$ cat src/qau_pkg.sv
// Shared types, constants and arithmetic helpers for the quaternion arithmetic unit.
package qau_pkg;

  // Fixed-point format and derived widths.
  localparam int FRAC_BITS  = 16;
  localparam int COMP_W     = 32;
  localparam int PROD_W     = 2 * COMP_W;
  localparam int ACC_W      = PROD_W + 2;
  localparam int QUOT_W     = COMP_W + FRAC_BITS;
  localparam int LEN_W      = COMP_W + 1;
  localparam int SQRT_STEPS = COMP_W;
  localparam int CNT_W      = $clog2(QUOT_W);

  // Queue between the front and back parts.
  localparam int QDEPTH = 2;
  localparam int QPTR_W = $clog2(QDEPTH);

  typedef logic signed [COMP_W-1:0] comp_t;
  typedef logic [3:0] kind_t;

  localparam comp_t COMP_MAX = {1'b0, {(COMP_W-1){1'b1}}};
  localparam comp_t COMP_MIN = {1'b1, {(COMP_W-1){1'b0}}};

  // Operation codes.
  localparam kind_t KIND_MUL       = 4'd0;
  localparam kind_t KIND_ADD       = 4'd1;
  localparam kind_t KIND_SUB       = 4'd2;
  localparam kind_t KIND_SCALE     = 4'd3;
  localparam kind_t KIND_DIVIDE    = 4'd4;
  localparam kind_t KIND_DOT       = 4'd5;
  localparam kind_t KIND_LENSQ     = 4'd6;
  localparam kind_t KIND_LENGTH    = 4'd7;
  localparam kind_t KIND_NORM_ID   = 4'd8;
  localparam kind_t KIND_NORM_ZERO = 4'd9;

  // Status codes.
  localparam logic [1:0] ST_OK      = 2'd0;
  localparam logic [1:0] ST_SAT     = 2'd1;
  localparam logic [1:0] ST_DIVZERO = 2'd2;

  // Operation class decided by the front part.
  typedef enum logic [3:0] {
    CLS_NONE,
    CLS_MUL,
    CLS_ADD,
    CLS_SUB,
    CLS_SCALE,
    CLS_DOT,
    CLS_DIVZERO,
    CLS_UNIT,
    CLS_DIV,
    CLS_LENGTH,
    CLS_NORM
  } cls_t;

  // Iterative engine states.
  typedef enum logic [1:0] {
    ENG_IDLE,
    ENG_SQRT,
    ENG_DIV,
    ENG_DONE
  } eng_state_t;

  typedef struct packed {
    kind_t kind;
    comp_t a_w;
    comp_t a_x;
    comp_t a_y;
    comp_t a_z;
    comp_t b_w;
    comp_t b_x;
    comp_t b_y;
    comp_t b_z;
  } in_item_t;

  typedef struct packed {
    comp_t      r_w;
    comp_t      r_x;
    comp_t      r_y;
    comp_t      r_z;
    logic [1:0] status;
  } out_item_t;

  // Classified item held in the queue; index 0 is the scalar part.
  typedef struct packed {
    cls_t        cls;
    comp_t [3:0] a;
    comp_t [3:0] b;
  } op_t;

  localparam logic signed [ACC_W-1:0] HALF_LSB = ACC_W'(1) <<< (FRAC_BITS - 1);

  // Round a raw product to the fixed-point grid, with halves rounded up (toward plus infinity).
  function automatic logic signed [ACC_W-1:0] round_prod(input logic signed [PROD_W-1:0] p);
    logic signed [ACC_W-1:0] wide;
    wide = ACC_W'(p);
    return (wide + HALF_LSB) >>> FRAC_BITS;
  endfunction

  // True when a wide value does not fit in one component.
  function automatic logic over_range(input logic signed [ACC_W-1:0] v);
    logic [ACC_W-COMP_W:0] top;
    top = v[ACC_W-1:COMP_W-1];
    return !((&top) || (~|top));
  endfunction

  // Clamp a wide value to one component.
  function automatic comp_t sat_comp(input logic signed [ACC_W-1:0] v);
    comp_t res;
    if (over_range(v)) begin
      res = v[ACC_W-1] ? COMP_MIN : COMP_MAX;
    end else begin
      res = v[COMP_W-1:0];
    end
    return res;
  endfunction

endpackage

$ cat src/qau_front.sv
// Front part: decodes the operation code and prepares the operands of one item.
module qau_front (
  input  qau_pkg::in_item_t item,
  output qau_pkg::op_t      op
);
  import qau_pkg::*;

  logic uses_square;
  logic a_zero;
  logic b_w_zero;
  cls_t cls;

  // Operations on the length of a use a as both factors.
  always_comb begin
    uses_square = (item.kind == KIND_LENSQ) || (item.kind == KIND_LENGTH) ||
                  (item.kind == KIND_NORM_ID) || (item.kind == KIND_NORM_ZERO);
    a_zero      = (item.a_w == '0) && (item.a_x == '0) && (item.a_y == '0) &&
                  (item.a_z == '0);
    b_w_zero    = (item.b_w == '0);

    op.cls  = cls;
    op.a[0] = item.a_w;
    op.a[1] = item.a_x;
    op.a[2] = item.a_y;
    op.a[3] = item.a_z;
    op.b[0] = uses_square ? item.a_w : item.b_w;
    op.b[1] = uses_square ? item.a_x : item.b_x;
    op.b[2] = uses_square ? item.a_y : item.b_y;
    op.b[3] = uses_square ? item.a_z : item.b_z;
  end

  // Classify; trivial divide and normalize cases are settled here.
  always_comb begin
    unique case (item.kind) inside
      KIND_MUL:              cls = CLS_MUL;
      KIND_ADD:              cls = CLS_ADD;
      KIND_SUB:              cls = CLS_SUB;
      KIND_SCALE:            cls = CLS_SCALE;
      KIND_DIVIDE:           cls = b_w_zero ? CLS_DIVZERO : CLS_DIV;
      KIND_DOT, KIND_LENSQ:  cls = CLS_DOT;
      KIND_LENGTH:           cls = CLS_LENGTH;
      KIND_NORM_ID:          cls = a_zero ? CLS_UNIT : CLS_NORM;
      KIND_NORM_ZERO:        cls = a_zero ? CLS_NONE : CLS_NORM;
      default:               cls = CLS_NONE;
    endcase
  end

endmodule

$ cat config.mk
export PLATFORM = sky130hd
export DESIGN_NAME = qau_front
export DESIGN_NICKNAME = d
export VERILOG_FILES = /design/src/qau_pkg.sv /design/src/qau_front.sv
export SDC_FILE = /design/constraint.sdc
export NUM_CORES = 1
export LEC_CHECK = 0
export ABC_AREA = 0
export BUFFER_PORTS_ARGS = -buffer_cell sky130_fd_sc_hd__buf_2
export CAP_MARGIN = 20
export CORE_AREA = 8 8 195 197
export DETAILED_ROUTE_END_ITERATION = 6
export DIE_AREA = 0 0 203 205
export PLACE_DENSITY_LB_ADDON = 0.15
export SLEW_MARGIN = 0
export SYNTH_ARGS = -nofsm -noshare
export SYNTH_HDL_FRONTEND = slang
export SYNTH_SLANG_ARGS = --single-unit
$ cat constraint.sdc
create_clock -name vclk -period 1.7
set_input_delay 0.255 -clock vclk [all_inputs]
set_output_delay 0.255 -clock vclk [all_outputs]
set_load 0.02 [all_outputs]
==> results.yml, run 1 <==
final_layout:
  area_growth_pct: 176
  fin_nets: 1168
  drive_gt1_share_pct: 95.9
  fillers: 3870
  seq_cells: 0
  nClkBuffers: 0
  seq_area_sq_um: 0
floorplanning:
  die_x_microns: 203
  core-area_sq_um: 35000
  start_util_pct: 8.80
  fp-row-count: 69
  die_area_sq_um: 41600
  die_h_microns: 205
  pin_count: 520
place:
  gp_congestion: 0.850
  dp_hpwl_microns: 24100
  dp_worst_setup_slack_ns: -1.24
  portBuffers: 520
setup_path:
  crit_start: "item[176]"
  end_kind: "primary output"
  cp-start-kind: "primary input"
  critPathRequiredTime_ns: 1.44
  worstPathArrival_ns: 2.07
  critical_path_peak_fanout: 2
  critPathKind: "in2out"
grt:
  grt_pass1_wl_microns: 38700
  grt_overflow: 0
  grt_antenna_before_repair: 3
  grt_pass1_vias: 5900
  grtUsageTotal_pct: 12.1
  grt_max_degree: 9
pwr:
  leakagePower_nw: 4.45
  p_per_area_nw_per_um2: 365
  vdd_drop_max_uv: 183
logic_synthesis:
  synth_cell_types: 25
  synth_top_area_share_pct: 46.8
  netlist_top_cells_area: "mux2_2, buf_4, nor4_1"
  synth_top_area_cell: "mux2_2"
  synth_area_sq_um: 3080
  yosys_warnings: 0
  synth_cells: 348
  ys_seq_area_share_pct: 0
  avgSynthCellArea_sq_um: 8.84
  syn_nets: 608
detailed_routing:
  drtAntennaViolNets: 0
  routed.top_layer: "met5"
  vias_per_cell: 3.63
  dr.pass1.iters: 4
  wirelength_microns: 27600
  wl_met2_microns: 14900
  routedWlPerCell_microns: 20.2
  drc: 0
  drt_iter0_drc: 83
  wl_met1_microns: 9380
  vias: 4966
  dr_wl_met3_microns: 2530
sta:
  worstMarginPinSlew_ns: 0.344
  setup_viol: 132
  grt_setup_unrepaired: "yes"
  slew_viol_final: 0
  max_freq_mhz: 430
  slew-limit-headroom_pct: 76.8
  min_period_ns: 2.33
  finalHoldViolations: 0
  hold_ws_ns: 0.749
  layout_setup_ws_ns: -0.627
  fin_crit_sh_pct: 137
hold_path:
  hold_path.class: "in2out"
  worstHoldStart: "item[168]"
  whs_path_depth: 2
  whs_endpoint: "op[200]"
status:
  status: "finished, violations left"
  violations: "setup timing"
run:
  maxCapViolCount: 0
-- kinds of logic (layout without fill, tap and decap cells) --
kind of cell | count (synthesis) | in the layout | share of synthesized area, %
buffers and inverters | 143 | 701 | 36.0
multiplexers | 128 | 128 | 46.8
AND/OR/NAND/NOR | 68 | 68 | 14.9
AO/OA/AOI/OAI | 9 | 9 | 2.28
other | 0 | 1 | 0
-- per-stage QoR --
| step | power (W) | util [%] | std cells | setup TNS, ns | cell area (sq um) |
|---|---|---|---|---|---|
| floorplan | 0.00127 | - | 348 | -2.87 | 3110 |
| global placement | 0.00235 | 18.6 | 1348 | -26.78 | 6500 |
| detailed placement | 0.00233 | 18.6 | 1348 | -27.16 | 6500 |
| CTS | 0.00314 | 24.2 | 1373 | -19.99 | 8460 |
| global route | 0.00325 | 24.3 | 1367 | -23.06 | 8480 |
| finish | 0.00309 | 24.3 | 1368 | -15.19 | 8480 |
-- Yosys cell counts, types with 2 or more instances --
| master | count |
|---|---|
| or2_2 | 2 |
| mux2_2 | 128 |
| buf_4 | 132 |
| buf_6 | 10 |
| nor4_2 | 7 |
| o31ai_1 | 2 |
| nand2_1 | 6 |
| nor4_1 | 35 |
| nand4_1 | 10 |
-- report_power, final --
| part | switching (W) | leakage (nW) | total (W) | internal [W] |
|---|---|---|---|---|
| Clock | 0 | 0.00000634 | 0.0000000000786 | 0.0000000000786 |
| Combinational | 0.00146 | 4.45 | 0.00309 | 0.00163 |
| Sequential | 0 | 0 | 0 | 0 |
| Total | 0.00146 | 4.45 | 0.00309 | 0.00163 |
-- metal layers --
layer  vias up  global-route usage, %
met1      2315                   12.1
met4         6                   3.00
li1       2286                      -
met3        28                   3.56
met5         -                      0
met2       331                   24.1
-- critical path, cell delays in order --
cell     delay (ns)
buf_2          0.12
nor4_2         0.29
buf_4          0.17
nand4_1        0.17
nor4_4         0.36
buf_4          0.19
a21oi_2        0.05
or3_4          0.33
buf_6          0.14
-- layout make-up --
| type | instances | area, sq um | share of cell area, % |
|---|---|---|---|
| antenna | 1 | 2.50 | 0.0295 |
| multi-input combinational | 205 | 2740 | 32.3 |
| tap | 461 | 577 | 6.80 |
| timing repair buffer | 701 | 5170 | 60.9 |
-- placed cells by master, fill, tap and decap left out, types with 2 or more instances in the layout --
| master | count |
|---|---|
| nand2_1 | 3 |
| nand2_4 | 2 |
| buf_12 | 14 |
| or2_2 | 2 |
| buf_4 | 144 |
| nor4_1 | 17 |
| buf_8 | 19 |
| buf_2 | 383 |
| buf_6 | 140 |
| o31ai_4 | 2 |
| nor4_2 | 14 |
| nand4_1 | 10 |
| nor4_4 | 11 |
| mux2_4 | 128 |
-- worst max path at each step --
| stage | to |
|---|---|
| after CTS | op[257] |
| after global placement | op[258] |
| final | op[257] |
| after detailed placement | op[258] |
| after floorplan | op[258] |
| after global routing | op[257] |
-- repair_timing --
| item | in CTS | in global routing |
|---|---|---|
| hold buffers | 0 | 0 |
| cloned | 7 | 0 |
| pin swaps | 9 | 7 |
| setup endpoints to repair | 132 | 132 |
| buffers inserted | 18 | 11 |
| gates resized for setup | 454 | 63 |
Note: power is estimated with default switching activity, not from simulation.
==> run 2, diff against run 1 <==
Settings changed: BUFFER_PORTS_ARGS -buffer_cell sky130_fd_sc_hd__buf_2 to -buffer_cell sky130_fd_sc_hd__buf_4, CORE_AREA 8 8 195 197 to 2 2 200 202, DIE_AREA 0 0 203 205 to 0 0 202 204.
==> run 2 against run 1 <==
Against the previous run:
- non-clock buffer count increased by 24
- highest routed layer unchanged
- worst hold slack got worse by 0.012 ns
- fmax decreased by 2.5%
- global-route usage increased by 0.95 points
- combinational power increased by 13%
- power increased by 13%
- final area increased by 16%
- utilization increased by 0.76 points
- the flow still finishes with violations (setup timing)
- largest power group unchanged
- routed wire length increased by 4.3%
- flip-flop and latch count unchanged
- critical endpoint unchanged
==> results.yml, run 2 (same netlist as run 1, synthesis figures left out) <==
pwr:
  power.net_switching_w: 0.00152
  combPwrFrac_pct: 100.0
  p_int_w: 0.00198
  swShare_pct: 43.3
  p_per_area_nw_per_um2: 357
  leakagePower_nw: 4.94
  total_power_w: 0.00350
  vdd_drop_max_uv: 146
  clkPwrFrac_pct: 0
  pwr-share-seq_pct: 0
setup_path:
  critPathKind: "in2out"
  worstPathArrival_ns: 2.13
  cp-start-kind: "primary input"
  critPathRequiredTime_ns: 1.44
  end_kind: "primary output"
  critical_path_peak_fanout: 2
final_layout:
  area_growth_pct: 219
  fin_nets: 1192
  seq_area_sq_um: 0
  nClkBuffers: 0
  fillers: 4239
  seq_cells: 0
  layout_commonest_cell: "buf_4"
  stdcell_count: 1455
  n_antenna_cell: 0
  stdcell_area_sq_um: 9800
  utilization_pct: 25.0
  final_cell_mix: "buf_4, buf_6, mux2_4, nor4_1, buf_12"
  drive_gt1_share_pct: 95.5
sta:
  layout_setup_ws_ns: -0.687
  finalHoldViolations: 0
  fin_crit_sh_pct: 140
  setup_viol: 126
  grt_setup_unrepaired: "yes"
  max_freq_mhz: 419
  slew_viol_final: 0
  worstMarginPinSlew_ns: 0.353
  slew-limit-headroom_pct: 76.2
  min_period_ns: 2.39
detailed_routing:
  drc: 0
  dr.pass1.iters: 3
  vias_per_cell: 3.53
  vias: 5131
  wirelength_microns: 28800
  drtAntennaViolNets: 0
  routedWlPerCell_microns: 19.8
  drt_iter0_drc: 106
grt:
  grt_pass1_wl_microns: 39300
  grt_pass1_vias: 5749
  grt_overflow: 0
  grt_max_degree: 7
  grt_antenna_before_repair: 2
  grtUsageTotal_pct: 13.1
clock_network:
  ctsHoldBuffers: 0
place:
  portBuffers: 520
  dp_worst_setup_slack_ns: -1.29
  dp_hpwl_microns: 22200
  gp_congestion: 0.789
  dp_cells: 1416
  placed_area_sq_um: 7860
floorplanning:
  die_h_microns: 204
  start_util_pct: 7.86
  core-area_sq_um: 39200
  die_area_sq_um: 41200
  pin_count: 520
  die_x_microns: 202
  fp-row-count: 73
status:
  status: "finished, violations left"
  violations: "setup timing"
run:
  maxCapViolCount: 0
hold_path:
  hold_path.class: "in2out"
  whs_endpoint: "op[229]"
  whs_path_depth: 2
  worstHoldStart: "item[133]"
## run 2: cell types whose count changed in the layout (fill, tap and decap cells not counted), sizes merged
cell	previous run	this run
diode	1	0
buf	701	725
## run 2: final cells by class
type | count | area [sq um] | area share, %
well taps | 525 | 657 | 6.70
multi-input cells | 205 | 2650 | 27.1
repair buffers | 725 | 6490 | 66.2
## run 2: routing by layer
metal	global-route usage [%]	vias to the layer above	routed length, microns
met2	28.3	325	16800
met5	0	-	21
met4	3.70	4	920
met1	11.9	2431	8890
li1	-	2339	-
met3	2.71	32	2120
## run 2: critical path, stage by stage
cell and delay [ns]:
buf_8 0.10, nor4_4 0.34, buf_4 0.18, nand4_1 0.09, buf_4 0.17, nor4_4 0.26
buf_4 0.19, a21oi_2 0.05, or3_4 0.34, buf_6 0.14
## run 2: what timing repair did
action,CTS,global route
pin swaps,7,6
endpoints found under the setup margin,132,132
setup buffers,29,4
gates resized for setup,326,19
cloned,22,0
## run 2: metrics by stage
stage	setup TNS [ns]	hold slack (ns)
floorplan	-2.87	0.592
detailed placement	-32.75	0.732
CTS	-25.55	0.734
global placement	-33.23	0.731
finish	-14.76	0.737
global route	-23.76	0.746
## run 2: worst max path at each step
stage,slack (ns),endpoint,start,cells after the start
2_1_floorplan,-0.04,op[258],item[121],5
3_3_place_gp,-1.23,op[258],item[163],9
3_5_place_dp,-1.29,op[258],item[163],9
4_1_cts,-0.85,op[257],item[156],10
5_1_grt,-0.84,op[257],item[162],10
6_report,-0.69,op[257],item[162],10
## run 2: power groups by stage
stage	registers [W]	logic (W)	clock network, W
after detailed placement	0	0.00271	0
after CTS	0	0.00363	0
after floorplan	0	0.00127	0
final	0	0.00350	0
after global routing	0	0.00365	0
after global placement	0	0.00273	0
