[src/qau_pkg.sv]
// Shared types, constants and arithmetic helpers for the quaternion arithmetic unit.
package qau_pkg;

  // Fixed-point format and derived widths.
  localparam int FRAC_BITS  = 16;
  localparam int COMP_W     = 32;
  localparam int PROD_W     = 2 * COMP_W;
  localparam int ACC_W      = PROD_W + 2;
  localparam int QUOT_W     = COMP_W + FRAC_BITS;
  localparam int LEN_W      = COMP_W + 1;
  localparam int SQRT_STEPS = COMP_W;
  localparam int CNT_W      = $clog2(QUOT_W);

  // Queue between the front and back parts.
  localparam int QDEPTH = 2;
  localparam int QPTR_W = $clog2(QDEPTH);

  typedef logic signed [COMP_W-1:0] comp_t;
  typedef logic [3:0] kind_t;

  localparam comp_t COMP_MAX = {1'b0, {(COMP_W-1){1'b1}}};
  localparam comp_t COMP_MIN = {1'b1, {(COMP_W-1){1'b0}}};

  // Operation codes.
  localparam kind_t KIND_MUL       = 4'd0;
  localparam kind_t KIND_ADD       = 4'd1;
  localparam kind_t KIND_SUB       = 4'd2;
  localparam kind_t KIND_SCALE     = 4'd3;
  localparam kind_t KIND_DIVIDE    = 4'd4;
  localparam kind_t KIND_DOT       = 4'd5;
  localparam kind_t KIND_LENSQ     = 4'd6;
  localparam kind_t KIND_LENGTH    = 4'd7;
  localparam kind_t KIND_NORM_ID   = 4'd8;
  localparam kind_t KIND_NORM_ZERO = 4'd9;

  // Status codes.
  localparam logic [1:0] ST_OK      = 2'd0;
  localparam logic [1:0] ST_SAT     = 2'd1;
  localparam logic [1:0] ST_DIVZERO = 2'd2;

  // Operation class decided by the front part.
  typedef enum logic [3:0] {
    CLS_NONE,
    CLS_MUL,
    CLS_ADD,
    CLS_SUB,
    CLS_SCALE,
    CLS_DOT,
    CLS_DIVZERO,
    CLS_UNIT,
    CLS_DIV,
    CLS_LENGTH,
    CLS_NORM
  } cls_t;

  // Iterative engine states.
  typedef enum logic [1:0] {
    ENG_IDLE,
    ENG_SQRT,
    ENG_DIV,
    ENG_DONE
  } eng_state_t;

  typedef struct packed {
    kind_t kind;
    comp_t a_w;
    comp_t a_x;
    comp_t a_y;
    comp_t a_z;
    comp_t b_w;
    comp_t b_x;
    comp_t b_y;
    comp_t b_z;
  } in_item_t;

  typedef struct packed {
    comp_t      r_w;
    comp_t      r_x;
    comp_t      r_y;
    comp_t      r_z;
    logic [1:0] status;
  } out_item_t;

  // Classified item held in the queue; index 0 is the scalar part.
  typedef struct packed {
    cls_t        cls;
    comp_t [3:0] a;
    comp_t [3:0] b;
  } op_t;

  localparam logic signed [ACC_W-1:0] HALF_LSB = ACC_W'(1) <<< (FRAC_BITS - 1);

  // Round a raw product to the fixed-point grid, with halves rounded up (toward plus infinity).
  function automatic logic signed [ACC_W-1:0] round_prod(input logic signed [PROD_W-1:0] p);
    logic signed [ACC_W-1:0] wide;
    wide = ACC_W'(p);
    return (wide + HALF_LSB) >>> FRAC_BITS;
  endfunction

  // True when a wide value does not fit in one component.
  function automatic logic over_range(input logic signed [ACC_W-1:0] v);
    logic [ACC_W-COMP_W:0] top;
    top = v[ACC_W-1:COMP_W-1];
    return !((&top) || (~|top));
  endfunction

  // Clamp a wide value to one component.
  function automatic comp_t sat_comp(input logic signed [ACC_W-1:0] v);
    comp_t res;
    if (over_range(v)) begin
      res = v[ACC_W-1] ? COMP_MIN : COMP_MAX;
    end else begin
      res = v[COMP_W-1:0];
    end
    return res;
  endfunction

endpackage

[src/qau_fifo.sv]
// Short queue of classified items between the front and back parts.
module qau_fifo (
  input  logic         clk,
  input  logic         rst,
  input  logic         push,
  input  qau_pkg::op_t push_op,
  output logic         full,
  input  logic         pop,
  output qau_pkg::op_t pop_op,
  output logic         empty
);
  import qau_pkg::*;

  op_t               entries [QDEPTH];
  logic [QPTR_W-1:0] wr_ptr;
  logic [QPTR_W-1:0] rd_ptr;
  logic [QPTR_W:0]   count;
  logic              push_ok;
  logic              pop_ok;

  assign full    = (count == (QPTR_W+1)'(QDEPTH));
  assign empty   = (count == '0);
  assign push_ok = push && !full;
  assign pop_ok  = pop && !empty;
  assign pop_op  = entries[rd_ptr];

  // Pointers and fill count.
  always_ff @(posedge clk) begin
    if (rst) begin
      wr_ptr <= '0;
      rd_ptr <= '0;
      count  <= '0;
    end else begin
      if (push_ok) begin
        wr_ptr <= (wr_ptr == QPTR_W'(QDEPTH - 1)) ? '0 : wr_ptr + 1'b1;
      end
      if (pop_ok) begin
        rd_ptr <= (rd_ptr == QPTR_W'(QDEPTH - 1)) ? '0 : rd_ptr + 1'b1;
      end
      count <= count + (QPTR_W+1)'(push_ok) - (QPTR_W+1)'(pop_ok);
    end
  end

  // Entry storage.
  always_ff @(posedge clk) begin
    if (push_ok) begin
      entries[wr_ptr] <= push_op;
    end
  end

endmodule

[config.mk]
export PLATFORM = sky130hd
export DESIGN_NAME = qau_fifo
export DESIGN_NICKNAME = d
export VERILOG_FILES = /design/src/qau_pkg.sv /design/src/qau_fifo.sv
export SDC_FILE = /design/constraint.sdc
export NUM_CORES = 1
export LEC_CHECK = 0
export BUFFER_PORTS_ARGS = -buffer_cell sky130_fd_sc_hd__buf_2
export CAP_MARGIN = 20
export CORE_UTILIZATION = 47
export CTS_CLUSTER_SIZE = 25
export DETAILED_ROUTE_END_ITERATION = 7
export HOLD_SLACK_MARGIN = 0.02
export PLACE_DENSITY = 0.75
export SLEW_MARGIN = 10
export SYNTH_ARGS = -nofsm -noshare
export SYNTH_HDL_FRONTEND = slang
export SYNTH_SLANG_ARGS = --single-unit
export TNS_END_PERCENT = 100
[constraint.sdc]
create_clock -name clk -period 7.44 [get_ports clk]
set_input_delay 0.744 -clock clk [delete_from_list [all_inputs] [get_ports clk]]
set_output_delay 0.744 -clock clk [all_outputs]
set_load 0.1 [all_outputs]
==> results of run 1 <==
[worst max-delay path, stage by stage, from the launching register on]
cell and delay (ns):
dfxtp_4 0.46, buf_12 0.64, mux2_4 0.30, buf_2 0.44
[Yosys cell counts (all sizes together), types with 2 or more instances]
cell,n,share of area (%)
buf,29,1.5
mux2,260,19
dfxtp,5,0.51
edfxtp,520,79
nor2,4,0.076
inv,4,0.076
ha,2,0.13
[final cells by class]
cell class                 count  share of cell area (%)
antenna                        4                  0.0406
clock buffer                  63                    5.57
clock inverter                33                    1.50
inverter                       4                  0.0913
multi-input combinational    278                    15.4
sequential                   525                    63.7
tap                          532                    2.70
timing repair buffer         530                    11.0
[cells in the final DEF, fill, tap and decap left out, drive strengths merged]
cell      count
or3           1
clkbuf       63
a21oi         1
edfxtp      520
nand2b        1
and2          1
dfxtp         5
buf         530
nor2          4
clkinv       23
xor2          1
o21a          1
nand2         1
clkinvlp      1
and3          1
bufinv        8
nor3          1
diode         4
o21ai         1
xnor2         1
ha            2
nor2b         1
inv           5
mux2        260
[path summary, 6_finish.rpt]
check	cells after the start	endpoint	from
hold reg to reg	2	wr_ptr$_SDFFE_PP0P_	wr_ptr$_SDFFE_PP0P_
hold / removal	1	entries[0][150]$_DFFE_PP_	push_op[150]
setup reg to reg	5	entries[0][8]$_DFFE_PP_	count[0]$_SDFF_PP0_
setup / recovery	3	pop_op[133]	flip-flop
[sequential cells by signal, summed over array words and instances, names as in the netlist, named ones only]
register,count
entries,520
count,2
rd_ptr,1
wr_ptr,1
[kinds of logic (layout without fill, tap and decap cells)]
group	count (synthesis)	in the layout	synth area share (%)
adders and majority gates	2	2	0.126
other	0	4	0
DFF	525	525	79.3
buffers and inverters	33	630	1.53
AOI/OAI and AO/OA	3	3	0.0884
and+or+nand+nor	11	11	0.290
xor gates and xnor gates	2	2	0.0884
muxes	260	260	18.6
[through the flow]
| stage | std cells | worst slack, ns | util [%] | hold slack [ns] | area (sq um) |
|---|---|---|---|---|---|
| after global placement | 1869 | 4.22 | 55.6 | 0.486 | 22900 |
| after detailed placement | 1869 | 4.24 | 55.6 | 0.492 | 22900 |
| after floorplan | 836 | 0.0694 | - | 0.452 | 19800 |
| after CTS | 1965 | 3.99 | 59.9 | 0.305 | 24700 |
| final | 1969 | 3.98 | 59.9 | 0.352 | 24700 |
| after global routing | 1967 | 3.92 | 59.9 | 0.324 | 24700 |
[layer usage]
layer,vias to the layer above,wire length (um)
li1,4462,-
met1,4747,15000
met2,397,20400
met3,90,3820
met4,18,1190
met5,-,126
==> results.cfg, run 1 <==
[setup_path]
startpoint_type = flip-flop
ff2ff_setup_slack_ns = 4.43
path_max_fanout = 139
critPathKind = flip-flop to primary output
end_kind = primary output
cp.required_ns = 6.70
worstPathArrival_ns = 2.72

[timing]
final.setup.tns_ns = 0
rsz0062_at_grt = false
fin_crit_ns = 3.46
finClkSkew_ns = 0.0156
fmax_mhz = 289
drv_slew = 0
setup_viol = 0
timing.final.crit_share_pct = 46.5
hold_violations = 0
slew_headroom_pct = 22.6
tightest_slew_ns = 1.16

[placement]
port_buffers = 525
routabilityCongestion = 0.761
place.detailed.hpwl_um = 27100

[die]
die_h_um = 207
ios = 526
die_w_um = 207
initial_core_util_pct = 48.1
core_sq_um = 41200
rows = 74
die-area_sq_um = 43000

[cts]
numCtsBuffers = 53
post-cts-setup-buffer-count = 0
postCtsHoldBufs = 0
clockRootBuffer = clkbuf_16
clk_latency_ns = 0.57
tritoncts = done
htree_levels = 2
cts_buffer_depth = 3
clk_pin_slew_ns = 0.07
cts_resized = 0
clkSinkCount = 525

[synthesis]
synthesis.nets = 1102
syn_area_sq_um = 19800
synthCells = 836
synthArstFlopShare_pct = 0
ys_types = 21
ys_ff_latch = 525
synth_flop_cell = edfxtp_1
ys_seq_area_share_pct = 79.3
avgSynthCellArea_sq_um = 23.7
synth_edf_count = 520
synth_warnings = 0

[global_routing]
grt_usage_pct = 18.5
antenna_found_initial = 13
grt_pass1_wl_um = 59800
grt_pass1_vias = 10200
grtUsageMet3_pct = 7.46
grtUsageMet1_pct = 20.4
grt_overflow = 0
globalRoute.busiestLayer = met2
grt_max_degree = 155
use_met2_pct = 31.9

[routing]
avgViaCountPerCell = 4.93
wire_per_inst_um = 20.6
dr.pass1.iters = 5
routed_wirelength_um = 40500
drt_iter0_drc = 602
drcViolationCount = 0
ant_nets = 0
vias = 9714

[final_layout]
drive_gt1_share_pct = 60.9
n_fill_cell = 2957
ff_latch_area_sq_um = 15700
nets = 1658
multi_input_area_sq_um = 3800
area_growth_pct = 24.5

[hold_path]
hold_class = primary input to flip-flop

[run_status]
run_status = completed

[flow_run]
max-cap-violations = 0
Power of run 1 is not shown: default switching activity piles up to over one toggle a cycle in this logic, so the estimate is an artifact.
==> run 2: changes to the inputs <==
==> constraint.sdc (replaced) <==
create_clock -name clk -period 3.05 [get_ports clk]
set_input_delay 0.305 -clock clk [delete_from_list [all_inputs] [get_ports clk]]
set_output_delay 0.305 -clock clk [all_outputs]
set_load 0.1 [all_outputs]
==> run 2 against run 1 <==
Effect of this change:
- critical path depth increased by 1
- sequential share of layout area decreased by 6.5 points
- clock skew about the same
- largest cell class unchanged
- flip-flop and latch count unchanged
- cell area increased by 11%
- non-clock buffer count increased by 288
- register-to-register slack got worse by 3.5 ns
==> results.cfg, run 2 (synthesized netlist as in run 1, its figures left out) <==
[final_layout]
regMostFlops = entries
layout_commonest_cell = buf_2
mostFrequentLayoutCells = buf_2 (525), edfxtp_1 (520), dlygate4sd3_1 (261), mux2_4 (200), mux2_2 (60)
area_growth_pct = 38.7
drive_gt1_share_pct = 52.0
nets = 1944
reg_top3 = entries (520), count (2)
largest_reg_flops = 520

[setup_path]
crit_chain = buf_12 -> buf_12 -> mux2_4 -> buf_2
worstPathArrival_ns = 2.36
critical_path.max_stage_delay_ns = 0.51
end_kind = primary output
cp.required_ns = 2.74
path_max_fanout = 38
critPathKind = flip-flop to primary output
ff2ff_setup_slack_ns = 0.91
cpMaxStageDelayCell = dfxtp_4
crit_top_cell = buf_12
startpoint_type = flip-flop

[timing]
setup_viol = 0
final.setup.tns_ns = 0
rsz0062_at_grt = false
setup_ws_ns = 0.387
slew_headroom_pct = 63.8
tightest_slew_ns = 0.543
finClkSkew_ns = 0.0155
drv_slew = 0
hold_violations = 0
fmax_mhz = 375
fin_crit_ns = 2.66
timing.final.crit_share_pct = 87.3

[die]
die_w_um = 207
core_sq_um = 41200
ios = 526
initial_core_util_pct = 48.1
die_h_um = 207
rows = 74
die-area_sq_um = 43000

[routing]
ant_nets = 0
avgViaCountPerCell = 4.98
wire_per_inst_um = 21.3
vias = 11200
drcViolationCount = 0
routed_wirelength_um = 48000
dr.pass1.iters = 5
drt_iter0_drc = 653

[global_routing]
grt_pass1_vias = 12300
grt_max_degree = 85
grt_pass1_wl_um = 71600
grt_usage_pct = 22.1
grt_overflow = 0
antenna_found_initial = 8

[run_status]
run_status = completed

[cts]
cts_resized = 0
tritoncts = done
clockRootBuffer = clkbuf_16
clk_pin_slew_ns = 0.06
clk_latency_ns = 0.57
cts_buffer_depth = 3
numCtsBuffers = 51
clkSinkCount = 525
htree_levels = 2

[placement]
place.detailed.hpwl_um = 29300
routabilityCongestion = 0.842
place_ws_ns = 0.964
port_buffers = 525

[flow_run]
max-cap-violations = 0

[hold_path]
hold_class = primary input to flip-flop
==> run 2: area by class of cell <==
cell class	count	area, sq um
clock buffers	62	1320
fillers	2541	13700
flip-flops and latches	525	15700
diodes	7	17.5
well taps	532	666
inverters	4	22.5
repair buffers	818	5690
clock inverters	27	243
multi-input cells	278	3810
==> run 2: worst paths after layout <==
kind / start / end / cells after the start
setup / recovery: flip-flop / pop_op[211] / 4
hold / removal: push / wr_ptr$_SDFFE_PP0P_ / 4
setup reg to reg: count[0]$_SDFF_PP0_ / entries[0][232]$_DFFE_PP_ / 6
hold reg to reg: wr_ptr$_SDFFE_PP0P_ / wr_ptr$_SDFFE_PP0P_ / 2
==> run 2: through the flow <==
stage / area (sq um) / std cells / hold WS, ns / util [%]
after floorplan: 19800 / 836 / 0.369 / -
after global placement: 23300 / 1896 / 0.487 / 56.6
after detailed placement: 23300 / 1896 / 0.496 / 56.6
after CTS: 27500 / 2246 / 0.0923 / 66.7
after global routing: 27500 / 2253 / 0.142 / 66.7
final: 27500 / 2253 / 0.157 / 66.7
==> run 2: routing by layer <==
metal	global-route usage, %	up-vias	routed length, um
met5	0	-	13
met4	10.6	2	1880
met3	5.51	113	3640
met2	39.5	535	25000
met1	24.7	5533	17400
li1	-	5031	-
==> run 2: critical path: cells and delay by family (launching register included) <==
kind / cells / cell delay, ns
flops: 1 / 0.51
mux: 1 / 0.22
buf+inv: 3 / 1.00
==> run 2: timing repair <==
action	4_1_cts	5_1_grt
buffers inserted	0	0
hold buffers	261	0
endpoints found under the hold margin	525	0
Power of run 2 is left out for the same reason.
==> run 3: changes to the inputs <==
--- a/config.mk
+++ b/config.mk
@@ -7,9 +7,10 @@
 export LEC_CHECK = 0
 export BUFFER_PORTS_ARGS = -buffer_cell sky130_fd_sc_hd__buf_2
 export CAP_MARGIN = 20
-export CORE_UTILIZATION = 47
+export CORE_AREA = 2 2 203 205
 export CTS_CLUSTER_SIZE = 25
 export DETAILED_ROUTE_END_ITERATION = 7
+export DIE_AREA = 0 0 205 207
 export HOLD_SLACK_MARGIN = 0.02
 export PLACE_DENSITY = 0.75
 export SLEW_MARGIN = 10
==> constraint.sdc (replaced) <==
create_clock -name clk -period 2.95 [get_ports clk]
set_input_delay 0.295 -clock clk [delete_from_list [all_inputs] [get_ports clk]]
set_output_delay 0.295 -clock clk [all_outputs]
set_load 0.1 [all_outputs]
==> run 3 against run 2 <==
Effect of this change:
- die area is 1.3% lower
- register-to-register slack got worse by 0.11 ns
- sequential share of layout area down 0.60 points
- flip-flop and latch count is the same
- clock skew shrank 0.0012 ns
- critical path depth stayed put
- cell count increased by 0.71%
- first-iteration DRC count grew 4.0%
- largest cell class unchanged
==> results.cfg, run 3 (synthesized netlist as in run 1, its figures left out) <==
[run_status]
run_status = completed

[setup_path]
critical_path.max_stage_delay_ns = 0.61
startpoint_type = flip-flop
end_kind = primary output
crit_chain = buf_12 -> buf_12 -> mux2_2 -> buf_2
crit_top_cell = buf_12
ff2ff_setup_slack_ns = 0.80
r2r-start = count[0]$_SDFF_PP0_
cp.required_ns = 2.65
r2r.worst_path.cells = 6
worstPathArrival_ns = 2.40
path_max_fanout = 26
reg2reg_to = entries[0][52]$_DFFE_PP_
critPathKind = flip-flop to primary output
cpMaxStageDelayCell = dfxtp_4

[hold_path]
holdPathEnd = rd_ptr$_SDFFE_PP0P_
hold_class = primary input to flip-flop
min_path_cells = 4
min_from = pop

[routing]
drcViolationCount = 0
dr.pass1.iters = 4
avgViaCountPerCell = 4.98
wire_per_inst_um = 21.4
routed_wirelength_um = 48600
wl_met1_um = 17100
vias = 11300
highest_layer = met4
drt_iter0_drc = 679
ant_nets = 0
wl_met3_um = 3860
route.met2.wl_um = 25400

[power_and_ir_drop]
peakVddDrop_uv = 1240
leakagePower_uw = 0.0109
powerDensity_nw_per_um2 = 1160

[placement]
place_ws_ns = 0.844
routabilityCongestion = 0.808
port_buffers = 525
place.detailed.hpwl_um = 29300

[die]
rows = 74
initial_core_util_pct = 49.1
die_h_um = 207
ios = 526
die_w_um = 205
die-area_sq_um = 42400
core_sq_um = 40400

[global_routing]
grt_usage_pct = 22.3
grt_pass1_vias = 12400
grt_overflow = 0
antenna_found_initial = 3
grt_pass1_wl_um = 70800
grt_max_degree = 77

[final_layout]
layout_commonest_cell = buf_2
largest_reg_flops = 520
nets = 1957
reg_top3 = entries (520), count (2)
area_growth_pct = 40.2
mostFrequentLayoutCells = buf_2 (525), edfxtp_1 (520), dlygate4sd3_1 (261), mux2_4 (200), mux2_2 (60)
drive_gt1_share_pct = 52.8
regMostFlops = entries

[timing]
setup_ws_ns = 0.258
tightest_slew_ns = 0.551
fmax_mhz = 371
drv_slew = 0
rsz0062_at_grt = false
finClkSkew_ns = 0.0142
timing.final.crit_share_pct = 91.3
fin_crit_ns = 2.69
final.setup.tns_ns = 0
slew_headroom_pct = 63.5
hold_violations = 0
setup_viol = 0

[flow_run]
max-cap-violations = 0

[cts]
clkSinkCount = 525
clockRootBuffer = clkbuf_16
tritoncts = done
cts_resized = 0
clk_latency_ns = 0.59
cts_buffer_depth = 3
htree_levels = 2
clk_pin_slew_ns = 0.06
numCtsBuffers = 52
## run 3: changes by cell type in the layout (fill, tap and decap cells not counted), sizes merged, moves of 3 or more
cell / change
diode: -3
bufinv: +5
clkbuf: +3
buf: +12
clkinvlp: -3
## run 3: cell type report
class / instances / area (sq um)
diodes: 4 / 10.0
clock buffers: 65 / 1380
clock inverters: 31 / 387
fillers: 2444 / 12600
inverters: 4 / 22.5
multi-input cells: 278 / 3810
flip-flops and latches: 525 / 15700
well taps: 532 / 666
repair buffers: 830 / 5780
## run 3: per-stage QoR
stage	instance area (sq um)	total power (uW)	hold WS [ns]	instances	utilization, %
after CTS	27800	32200	0.0873	2265	68.8
final	27800	32300	0.172	2269	68.8
after global routing	27800	33100	0.162	2268	68.8
after floorplan	19800	23100	0.359	836	-
after detailed placement	23400	25100	0.486	1908	57.9
after global placement	23400	25000	0.482	1908	57.9
## run 3: per-layer routing
metal | vias up | global-route usage (%)
met4 | 0 | 11.6
met3 | 116 | 6.18
met5 | - | 0
li1 | 5057 | -
met2 | 537 | 39.8
met1 | 5584 | 23.9
## run 3: worst max-delay path by stage
stage	endpoint	start	slack, ns	cells past startpoint
finish	pop_op[29]	flip-flop	0.26	4
global route	pop_op[29]	flip-flop	0.17	4
CTS	pop_op[29]	flip-flop	0.23	4
detailed placement	entries[0][129]$_DFFE_PP_	count[0]$_SDFF_PP0_	0.84	6
global placement	entries[0][129]$_DFFE_PP_	count[0]$_SDFF_PP0_	0.88	6
floorplan	entries[0][0]$_DFFE_PP_	count[0]$_SDFF_PP0_	-2.34	4
## run 3: what timing repair did
action | in CTS | in global routing
endpoints found under the hold margin | 525 | 0
setup buffers | 0 | 0
hold buffers | 261 | 0
## run 3: worst max-delay path: cells and delay by family, from the launching register on
kind	cells	cell delay, ns
buf+inv	3	0.78
flops	1	0.61
mux	1	0.40
## run 3: report_power, final
part	switching (uW)	internal, uW	leakage (uW)
Sequential	370	9500	0.00490
Clock	2750	4110	0.000872
Combinational	12000	3480	0.00516
No activity file was read; power rests on OpenSTA's default activity.
